**config.mk**
```make
export PLATFORM = sky130hd
export DESIGN_NAME = keypad_motor_speed_controller_unit
export DESIGN_NICKNAME = d
export VERILOG_FILES = /design/src/design/kmsc_pkg.sv /design/src/design/keypad_motor_speed_controller_unit.sv /design/src/design/kmsc_step.sv
export SDC_FILE = /design/constraint.sdc
export NUM_CORES = 2
export LEC_CHECK = 0
export BUFFER_PORTS_ARGS = -buffer_cell sky130_fd_sc_hd__buf_2
export CELL_PAD_IN_SITES_DETAIL_PLACEMENT = 0
export CELL_PAD_IN_SITES_GLOBAL_PLACEMENT = 1
export CORE_UTILIZATION = 30
export DETAILED_ROUTE_END_ITERATION = 6
export GPL_ROUTABILITY_DRIVEN = 0
export PLACE_DENSITY = 0.54
export SETUP_SLACK_MARGIN = 0.15
export SYNTH_ARGS = -nofsm -noshare
export SYNTH_HDL_FRONTEND = slang
export SYNTH_SLANG_ARGS = --single-unit
```
**constraint.sdc**
```tcl
create_clock -name clk_i -period 32.4 [get_ports clk_i]
set_input_delay 3.24 -clock clk_i [delete_from_list [all_inputs] [get_ports clk_i]]
set_output_delay 3.24 -clock clk_i [all_outputs]
set_load 0.005 [all_outputs]
```
**src/design/kmsc_pkg.sv**
```systemverilog
// kmsc_pkg: shared types, constants and helper functions of the keypad motor speed controller
// no dependencies; imported by every module of the block
package kmsc_pkg;

  // field and register widths
  localparam int SampleBits  = 12;
  localparam int DutyBits    = 12;
  localparam int CfgBits     = 12;
  localparam int PctBits     = 7;
  localparam int DigitBits   = 4;
  localparam int KeyBits     = 4;
  localparam int CmdBits     = 2;
  localparam int LineBits    = 4;
  localparam int ApbDataBits = 32;
  localparam int CfgAddrBits = 3;
  localparam int TargetSlots = 4;
  localparam int DutyKeys    = 10;

  // register reset values
  localparam logic [CfgBits-1:0] AdcFullSpeedReset = 12'd4095;
  localparam logic [CfgBits-1:0] PwmPeriodReset    = 12'd800;
  localparam logic [DutyBits-1:0] DutyMax          = 12'd4095;

  // speed loop
  localparam logic signed [SampleBits:0] Deadband = 13'sd5;

  // counter digit
  localparam logic [DigitBits-1:0] DigitMax = 4'd9;

  // item commands
  typedef enum logic [CmdBits-1:0] {
    CmdPress  = 2'd0,
    CmdSample = 2'd1,
    CmdTick   = 2'd2
  } kmsc_cmd_e;

  // configuration register index
  typedef enum logic [0:0] {
    RegAdcFullSpeed = 1'b0,
    RegPwmPeriod    = 1'b1
  } kmsc_reg_e;

  // special keys
  localparam logic [KeyBits-1:0] KeyTargetFirst = 4'h1;
  localparam logic [KeyBits-1:0] KeyTargetLast  = 4'h4;
  localparam logic [KeyBits-1:0] KeyDigitLast   = 4'h9;
  localparam logic [KeyBits-1:0] KeyA           = 4'hA;
  localparam logic [KeyBits-1:0] KeyB           = 4'hB;
  localparam logic [KeyBits-1:0] KeyC           = 4'hC;
  localparam logic [KeyBits-1:0] KeyD           = 4'hD;
  localparam logic [KeyBits-1:0] KeyE           = 4'hE;
  localparam logic [KeyBits-1:0] KeyF           = 4'hF;

  // keypad layout, index is {row, column}
  localparam logic [KeyBits-1:0] KeyTable [16] = '{
    4'h1, 4'h2, 4'h3, 4'hA,
    4'h4, 4'h5, 4'h6, 4'hB,
    4'h7, 4'h8, 4'h9, 4'hC,
    4'hE, 4'h0, 4'hF, 4'hD
  };

  // target percent for each target slot
  localparam logic [PctBits-1:0] PctTable [TargetSlots] = '{
    7'd50, 7'd60, 7'd70, 7'd80
  };

  typedef struct packed {
    logic [CmdBits-1:0]    command;
    logic [LineBits-1:0]   key_row_lines;
    logic [LineBits-1:0]   key_column_lines;
    logic [SampleBits-1:0] speed_sample;
  } kmsc_in_t;

  typedef struct packed {
    logic [DutyBits-1:0]  duty_compare;
    logic [DigitBits-1:0] count_digit;
    logic                 speed_mode;
    logic                 count_running;
    logic                 count_upward;
    logic [PctBits-1:0]   target_percent;
    logic [KeyBits-1:0]   key_code;
    logic                 key_valid;
  } kmsc_out_t;

  typedef struct packed {
    logic                 mode_speed;
    logic                 counter_enabled;
    logic                 direction_up;
    logic [DigitBits-1:0] digit;
    logic [1:0]           target_sel;
    logic [DutyBits-1:0]  duty;
  } kmsc_state_t;

  // values derived from the configuration registers at write time
  typedef struct packed {
    logic [TargetSlots-1:0][SampleBits-1:0] target_tab;
    logic [DutyKeys-1:0][DutyBits-1:0]      duty_tab;
    logic [DutyBits-1:0]                    duty_top;
  } kmsc_cal_t;

  // floor(x/10) by reciprocal multiply, exact over the range used here
  function automatic logic [11:0] div10(input logic [15:0] x);
    logic [31:0] prod;
    prod = 32'(x) * 32'd52429;
    return prod[30:19];
  endfunction

  // highest active line picks the table index, line 3 gives 0
  function automatic logic [1:0] line_index(input logic [LineBits-1:0] lines);
    logic [1:0] idx;
    if (lines[3]) begin
      idx = 2'd0;
    end else if (lines[2]) begin
      idx = 2'd1;
    end else if (lines[1]) begin
      idx = 2'd2;
    end else begin
      idx = 2'd3;
    end
    return idx;
  endfunction

  // floor(pct*adc/100) with pct = 50 + 10*sel
  function automatic logic [SampleBits-1:0] target_of(input logic [1:0] sel,
                                                      input logic [CfgBits-1:0] adc);
    logic [15:0] prod;
    prod = (16'(sel) + 16'd5) * 16'(adc);
    return div10(prod);
  endfunction

  // floor(key*period/10)
  function automatic logic [DutyBits-1:0] duty_of(input logic [KeyBits-1:0] key,
                                                  input logic [CfgBits-1:0] period);
    logic [15:0] prod;
    prod = 16'(key) * 16'(period);
    return div10(prod);
  endfunction

  // period plus one, saturated
  function automatic logic [DutyBits-1:0] top_of(input logic [CfgBits-1:0] period);
    logic [DutyBits-1:0] top;
    if (period == DutyMax) begin
      top = DutyMax;
    end else begin
      top = period + 12'd1;
    end
    return top;
  endfunction

endpackage

```
**src/design/keypad_motor_speed_controller_unit.sv**
```systemverilog
// keypad_motor_speed_controller_unit: top level with input stage, state, result stage and APB regs
// depends on kmsc_pkg and kmsc_step
//
// usage
// - input channel (in_valid_i/in_ready_o/in_item_i): one transfer per item, a keypad
//   press, a tachometer sample or a counter tick
// - output channel (out_valid_o/out_ready_i/out_item_o): exactly one result per item,
//   in item order, showing the state after that item and the key it decoded
// - a result is presented at the clock edge right after its input transfer when the
//   output side is not stalled
// - throughput: one item per cycle while the output side is not stalled; it is set by
//   the state update between the input register and the result register, since each
//   item reads the state that the item before it left
// - when the receiver stalls, the result register holds, the input register still
//   takes one more item, and in_ready_o drops only when both are full
// - APB registers: adc_full_speed at 0x0, pwm_period at 0x4; a write also refreshes
//   the derived target and duty tables, so they are ready for the next item
// - reset: asynchronous, active low; both stages empty, duty mode, counter stopped,
//   counting up, digit 0, target 50 percent, duty 0, registers at their defaults
module keypad_motor_speed_controller_unit (
  input  logic                                 clk_i,
  input  logic                                 rst_ni,
  input  logic                                 in_valid_i,
  output logic                                 in_ready_o,
  input  kmsc_pkg::kmsc_in_t                   in_item_i,
  output logic                                 out_valid_o,
  input  logic                                 out_ready_i,
  output kmsc_pkg::kmsc_out_t                  out_item_o,
  input  logic                                 psel,
  input  logic                                 penable,
  input  logic                                 pwrite,
  input  logic [kmsc_pkg::CfgAddrBits-1:0]     paddr,
  input  logic [kmsc_pkg::ApbDataBits-1:0]     pwdata,
  output logic [kmsc_pkg::ApbDataBits-1:0]     prdata,
  output logic                                 pready
);
  import kmsc_pkg::*;

  // configuration registers and the tables derived from them
  logic [CfgBits-1:0] adc_q;
  logic [CfgBits-1:0] period_q;
  kmsc_cal_t          cal_q;
  kmsc_cal_t          cal_d;
  logic [CfgBits-1:0] adc_d;
  logic [CfgBits-1:0] period_d;
  logic               cfg_wr;
  kmsc_reg_e          reg_idx;

  // pipeline
  logic        in_vld_q, in_vld_d;
  kmsc_in_t    in_q;
  logic        out_vld_q, out_vld_d;
  kmsc_out_t   out_q, out_d;
  logic        advance;
  logic        in_xfer;

  // architectural state
  kmsc_state_t state_q, state_d;
  logic [KeyBits-1:0] key_code;
  logic               key_valid;

  // ---------------------------------------------------------------------------
  // APB port, always ready, write lands in the access phase
  // ---------------------------------------------------------------------------
  assign pready  = 1'b1;
  assign cfg_wr  = psel & penable & pwrite & pready;
  assign reg_idx = kmsc_reg_e'(paddr[CfgAddrBits-1]);

  always_comb begin
    case (reg_idx)
      RegAdcFullSpeed: prdata = ApbDataBits'(adc_q);
      RegPwmPeriod:    prdata = ApbDataBits'(period_q);
      default:         prdata = '0;
    endcase
  end

  // new register values and their derived tables, computed from pwdata
  always_comb begin
    adc_d    = adc_q;
    period_d = period_q;
    cal_d    = cal_q;
    if (cfg_wr) begin
      case (reg_idx)
        RegAdcFullSpeed: begin
          adc_d = pwdata[CfgBits-1:0];
          for (int i = 0; i < TargetSlots; i++) begin
            cal_d.target_tab[i] = target_of(2'(i), pwdata[CfgBits-1:0]);
          end
        end
        RegPwmPeriod: begin
          period_d = pwdata[CfgBits-1:0];
          for (int k = 0; k < DutyKeys; k++) begin
            cal_d.duty_tab[k] = duty_of(KeyBits'(k), pwdata[CfgBits-1:0]);
          end
          cal_d.duty_top = top_of(pwdata[CfgBits-1:0]);
        end
        default: ;
      endcase
    end
  end

  always_ff @(posedge clk_i or negedge rst_ni) begin
    if (!rst_ni) begin
      adc_q    <= AdcFullSpeedReset;
      period_q <= PwmPeriodReset;
      for (int i = 0; i < TargetSlots; i++) begin
        cal_q.target_tab[i] <= target_of(2'(i), AdcFullSpeedReset);
      end
      for (int k = 0; k < DutyKeys; k++) begin
        cal_q.duty_tab[k] <= duty_of(KeyBits'(k), PwmPeriodReset);
      end
      cal_q.duty_top <= top_of(PwmPeriodReset);
    end else begin
      adc_q    <= adc_d;
      period_q <= period_d;
      cal_q    <= cal_d;
    end
  end

  // ---------------------------------------------------------------------------
  // handshake: input register feeds the result register through one step
  // ---------------------------------------------------------------------------
  assign advance    = in_vld_q & (~out_vld_q | out_ready_i);
  assign in_ready_o = ~in_vld_q | advance;
  assign in_xfer    = in_valid_i & in_ready_o;

  always_comb begin
    in_vld_d = in_vld_q;
    if (in_xfer) begin
      in_vld_d = 1'b1;
    end else if (advance) begin
      in_vld_d = 1'b0;
    end
  end

  always_comb begin
    out_vld_d = out_vld_q;
    if (advance) begin
      out_vld_d = 1'b1;
    end else if (out_ready_i) begin
      out_vld_d = 1'b0;
    end
  end

  // next state for the item in the input register
  kmsc_step u_step (
    .state_i     (state_q),
    .item_i      (in_q),
    .cal_i       (cal_q),
    .state_o     (state_d),
    .key_code_o  (key_code),
    .key_valid_o (key_valid)
  );

  // result shows the state after the item
  always_comb begin
    out_d.duty_compare   = state_d.duty;
    out_d.count_digit    = state_d.digit;
    out_d.speed_mode     = state_d.mode_speed;
    out_d.count_running  = state_d.counter_enabled;
    out_d.count_upward   = state_d.direction_up;
    out_d.target_percent = PctTable[state_d.target_sel];
    out_d.key_code       = key_code;
    out_d.key_valid      = key_valid;
  end

  // control and state
  always_ff @(posedge clk_i or negedge rst_ni) begin
    if (!rst_ni) begin
      in_vld_q                <= 1'b0;
      out_vld_q               <= 1'b0;
      state_q.mode_speed      <= 1'b0;
      state_q.counter_enabled <= 1'b0;
      state_q.direction_up    <= 1'b1;
      state_q.digit           <= '0;
      state_q.target_sel      <= '0;
      state_q.duty            <= '0;
    end else begin
      in_vld_q  <= in_vld_d;
      out_vld_q <= out_vld_d;
      if (advance) begin
        state_q <= state_d;
      end
    end
  end

  // payload registers, no reset needed
  always_ff @(posedge clk_i) begin
    if (in_xfer) begin
      in_q <= in_item_i;
    end
    if (advance) begin
      out_q <= out_d;
    end
  end

  assign out_valid_o = out_vld_q;
  assign out_item_o  = out_q;

endmodule

```
**src/design/kmsc_step.sv**
```systemverilog
// kmsc_step: next-state logic for one item (key decode, speed loop, digit counter)
// depends on kmsc_pkg
module kmsc_step (
  input  kmsc_pkg::kmsc_state_t      state_i,
  input  kmsc_pkg::kmsc_in_t         item_i,
  input  kmsc_pkg::kmsc_cal_t        cal_i,
  output kmsc_pkg::kmsc_state_t      state_o,
  output logic [kmsc_pkg::KeyBits-1:0] key_code_o,
  output logic                       key_valid_o
);
  import kmsc_pkg::*;

  logic [KeyBits-1:0]           key;
  logic                         press_hit;
  logic [SampleBits-1:0]        target;
  logic signed [SampleBits:0]   err;
  logic [SampleBits-1:0]        err_mag;
  logic [DutyBits-1:0]          step;
  logic [DutyBits:0]            raised;
  kmsc_state_t                  st;

  assign press_hit = (item_i.key_row_lines != '0) && (item_i.key_column_lines != '0);
  assign key = KeyTable[{line_index(item_i.key_row_lines),
                         line_index(item_i.key_column_lines)}];

  // speed error and its tenth
  assign target  = cal_i.target_tab[state_i.target_sel];
  assign err     = $signed({1'b0, target}) - $signed({1'b0, item_i.speed_sample});
  assign err_mag = err[SampleBits] ? SampleBits'(-err) : err[SampleBits-1:0];
  assign step    = div10(16'(err_mag));
  assign raised  = {1'b0, state_i.duty} + {1'b0, step};

  always_comb begin
    st          = state_i;
    key_code_o  = '0;
    key_valid_o = 1'b0;
    case (item_i.command)
      CmdPress: begin
        if (press_hit) begin
          key_code_o  = key;
          key_valid_o = 1'b1;
          case (key)
            KeyB, KeyC: ;
            KeyD: st.mode_speed      = ~state_i.mode_speed;
            KeyE: st.counter_enabled = ~state_i.counter_enabled;
            KeyF: st.direction_up    = ~state_i.direction_up;
            KeyA: begin
              if (!state_i.mode_speed) begin
                st.duty = cal_i.duty_top;
              end
            end
            default: begin
              if (state_i.mode_speed) begin
                if (key >= KeyTargetFirst && key <= KeyTargetLast) begin
                  st.target_sel = 2'(key - KeyTargetFirst);
                end
              end else if (key <= KeyDigitLast) begin
                st.duty = cal_i.duty_tab[key];
              end
            end
          endcase
        end
      end
      CmdSample: begin
        if (state_i.mode_speed) begin
          if (err > Deadband && state_i.duty < cal_i.duty_top) begin
            st.duty = (raised > {1'b0, cal_i.duty_top}) ? cal_i.duty_top
                                                       : raised[DutyBits-1:0];
          end else if (err < -Deadband && state_i.duty != '0) begin
            st.duty = (step >= state_i.duty) ? '0 : state_i.duty - step;
          end
        end
      end
      CmdTick: begin
        if (state_i.counter_enabled) begin
          if (state_i.direction_up) begin
            st.digit = (state_i.digit >= DigitMax) ? '0 : state_i.digit + 4'd1;
          end else begin
            st.digit = (state_i.digit == '0) ? DigitMax : state_i.digit - 4'd1;
          end
        end
      end
      default: ;
    endcase
  end

  assign state_o = st;

endmodule

```
==> out/qor.yml <==
syn_avg_cell_area_um2: 9.63
grt_pass1_vias: 25600
end_kind: "flip-flop"
ctsHtreeMaxLevel: 1
worstMarginPinSlew_ps: 962
synth_seq_cells: 219
cp.arrival_ps: 13950
drc: 0
overflow: 0
cts_tree: "built"
port_buffers: 85
max_cap_violations: 0
antenna_found_initial: 6
grt_pass1_wl_um: 153000
cts_root_buf: "clkbuf_16"
synth_edf_count: 52
syn_area_um2: 34600
nNetsFinal: 4798
synth.yosys.seq_area_share_pct: 16.8
drt_pass1_iterations: 7
fillerInstances: 11900
post_cts_resized: 0
slowest_delay_ps: 730
rsz0062_at_grt: "false"
vias_per_cell: 4.69
cp_slowest_cell: "or4b_2"
drt-total-wl_um: 97300
path_class: "reg -> reg"
insertedDiodeCount: 0
fin_crit_sh_pct: 41.5
status: "finished, final reports clean"
synthDistinctLibCells: 93
start_util_pct: 30.2
finalHoldViolations: 0
period_minus_slack_ps: 13450
clk_pin_slew_ps: 60
dp_hpwl_um: 81700
grt_start_max_net_pins: 163
die-width_um: 342
wire_per_inst_um: 18.7
holdBufCountCts: 0
die_area_um2: 117000
ant_nets: 0
netlist_instances: 3589
synthFlopType: "dfrtp_1"
ios: 130
die_h_um: 342
tns_ps: 0
hold_path_class: "reg -> reg"
clock.fmax_mhz: 74.3
cp.required_ps: 32900
drt_iter0_drc: 1105
rows: 124
finalSetupViolCount: 0
synth-async-reset-ratio_pct: 76.3
startpoint_type: "flip-flop"
grt_usage_pct: 16.9
synthToLayoutAreaGrowth_pct: 9.15
cp_max_fo: 14
insertion_delay_ps: 620
numCtsBuffers: 29
yosysWarnings: 0
clock_path_buffers: 3
drive_gt1_share_pct: 8.46
vias: 24400
post-cts-setup-buffer-count: 0
fin_skew_ps: 25.1
core_um2: 114000
drv_slew: 0
clock-sinks: 219
slew_headroom_pct: 35.3
## metrics by stage
step | hold slack [ps] | instances | area (um2) | utilization [%] | setup slack [ps]
detailed placement | 467 | 5135 | 36700 | 32.1 | 18820
floorplan | 444 | 3609 | 34700 | - | 20460
global route | 494 | 5189 | 37700 | 33.0 | 17940
finish | 475 | 5189 | 37700 | 33.0 | 18950
CTS | 482 | 5189 | 37700 | 33.0 | 18720
global placement | 456 | 5135 | 36700 | 32.1 | 18920
## area by class of cell
type,instances,area (um2),area share (%)
inverter,675,2530,6.71
multi-input combinational,2622,25900,68.5
clock buffer,35,768,2.04
tap,1512,1890,5.01
sequential,219,5820,15.4
timing repair buffer,107,612,1.62
clock inverter,19,262,0.693
## kinds of logic after synthesis
family / Yosys count / share of synthesized area (%)
adder cells (fa/ha/maj): 1080 / 46.8
buffers and inverters: 768 / 8.65
AO/OA/AOI/OAI: 654 / 12.3
AND/OR/NAND/NOR: 622 / 8.38
flip-flops: 219 / 16.8
XOR/XNOR: 169 / 4.28
multiplexers: 75 / 2.74
other: 2 / 0.0217
## synth_stat cells (17+ instances only)
cell	count	area share [%]
clkbuf_1	56	0.61
a21oi_1	133	1.9
a22oi_1	28	0.61
nand3_1	39	0.56
nor3_1	40	0.58
xor2_1	57	1.4
dfstp_2	65	4.9
mux2_2	36	1.2
a21o_1	51	1.1
o21a_1	18	0.39
or2_2	17	0.31
fa_1	357	21
nand4_1	18	0.33
o21bai_1	25	0.54
nor2_1	120	1.3
a31oi_1	24	0.43
edfxtp_1	52	4.5
nand2_1	264	2.9
a211oi_1	23	0.50
buf_4	25	0.54
or3_1	20	0.36
dfrtp_1	102	7.4
mux2i_1	25	0.72
xnor2_1	112	2.8
nor2b_1	23	0.42
ha_1	723	26
nand2b_1	21	0.38
o21ai_0	210	3.0
inv_1	670	7.3
## path summary, 6_finish.rpt
kind | start | end | slack (ps) | depth (start not counted)
setup / recovery | state_q[12] | state_q[2] | 18950 | 48
hold / removal | period_q[10] | period_q[10] | 480 | 2
setup reg to reg | state_q[12] | state_q[2] | 18950 | 48
hold reg to reg | period_q[10] | period_q[10] | 480 | 2
max in group asynchronous | rst_ni | cal_q[162] | 28500 | 2
min in group asynchronous | rst_ni | state_q[15] | 2570 | 1
## state kept, by name, summed over array words and instances, names as in the netlist
name and count:
cal_q 120, out_item_o 30, in_q 22, state_q 21, adc_q 12, period_q 12, in_vld_q 1, out_valid_o 1
## per-layer routing
metal  GRT usage [%]  wire [um]  part of all wire (%)
met5               0          0                     0
met1            24.1      47900                    49
met2            28.4      45400                    47
met3            1.36       2520                   2.6
met4            2.50       1460                   1.5
## cells in the final DEF, fill, tap and decap left out, types with 36 or more instances in the layout
cell type / netlist / final
ha_1: 723 / 723
edfxtp_1: 52 / 52
dfrtp_1: 102 / 102
mux2_2: 36 / 36
inv_1: 670 / 669
fa_1: 357 / 357
buf_2: 11 / 84
nand3_1: 39 / 39
xor2_1: 57 / 57
nor2_1: 120 / 120
xnor2_1: 112 / 112
dfstp_2: 65 / 65
nand2_1: 264 / 264
a21oi_1: 133 / 133
a21o_1: 51 / 51
o21ai_0: 210 / 210
nor3_1: 40 / 40
## critical path: cells and delay by family, from the launching register on
family	cells	cell delay, ps
AO/OA/AOI/OAI	16	3100
XOR/XNOR	4	1470
adder cells (fa/ha/maj)	10	3890
AND/OR/NAND/NOR	7	2160
buffers and inverters	8	1000
multiplexers	3	1350
flip-flops	1	320
Power is not shown: default switching activity piles up to over one toggle a cycle in this logic, so the estimate is an artifact.
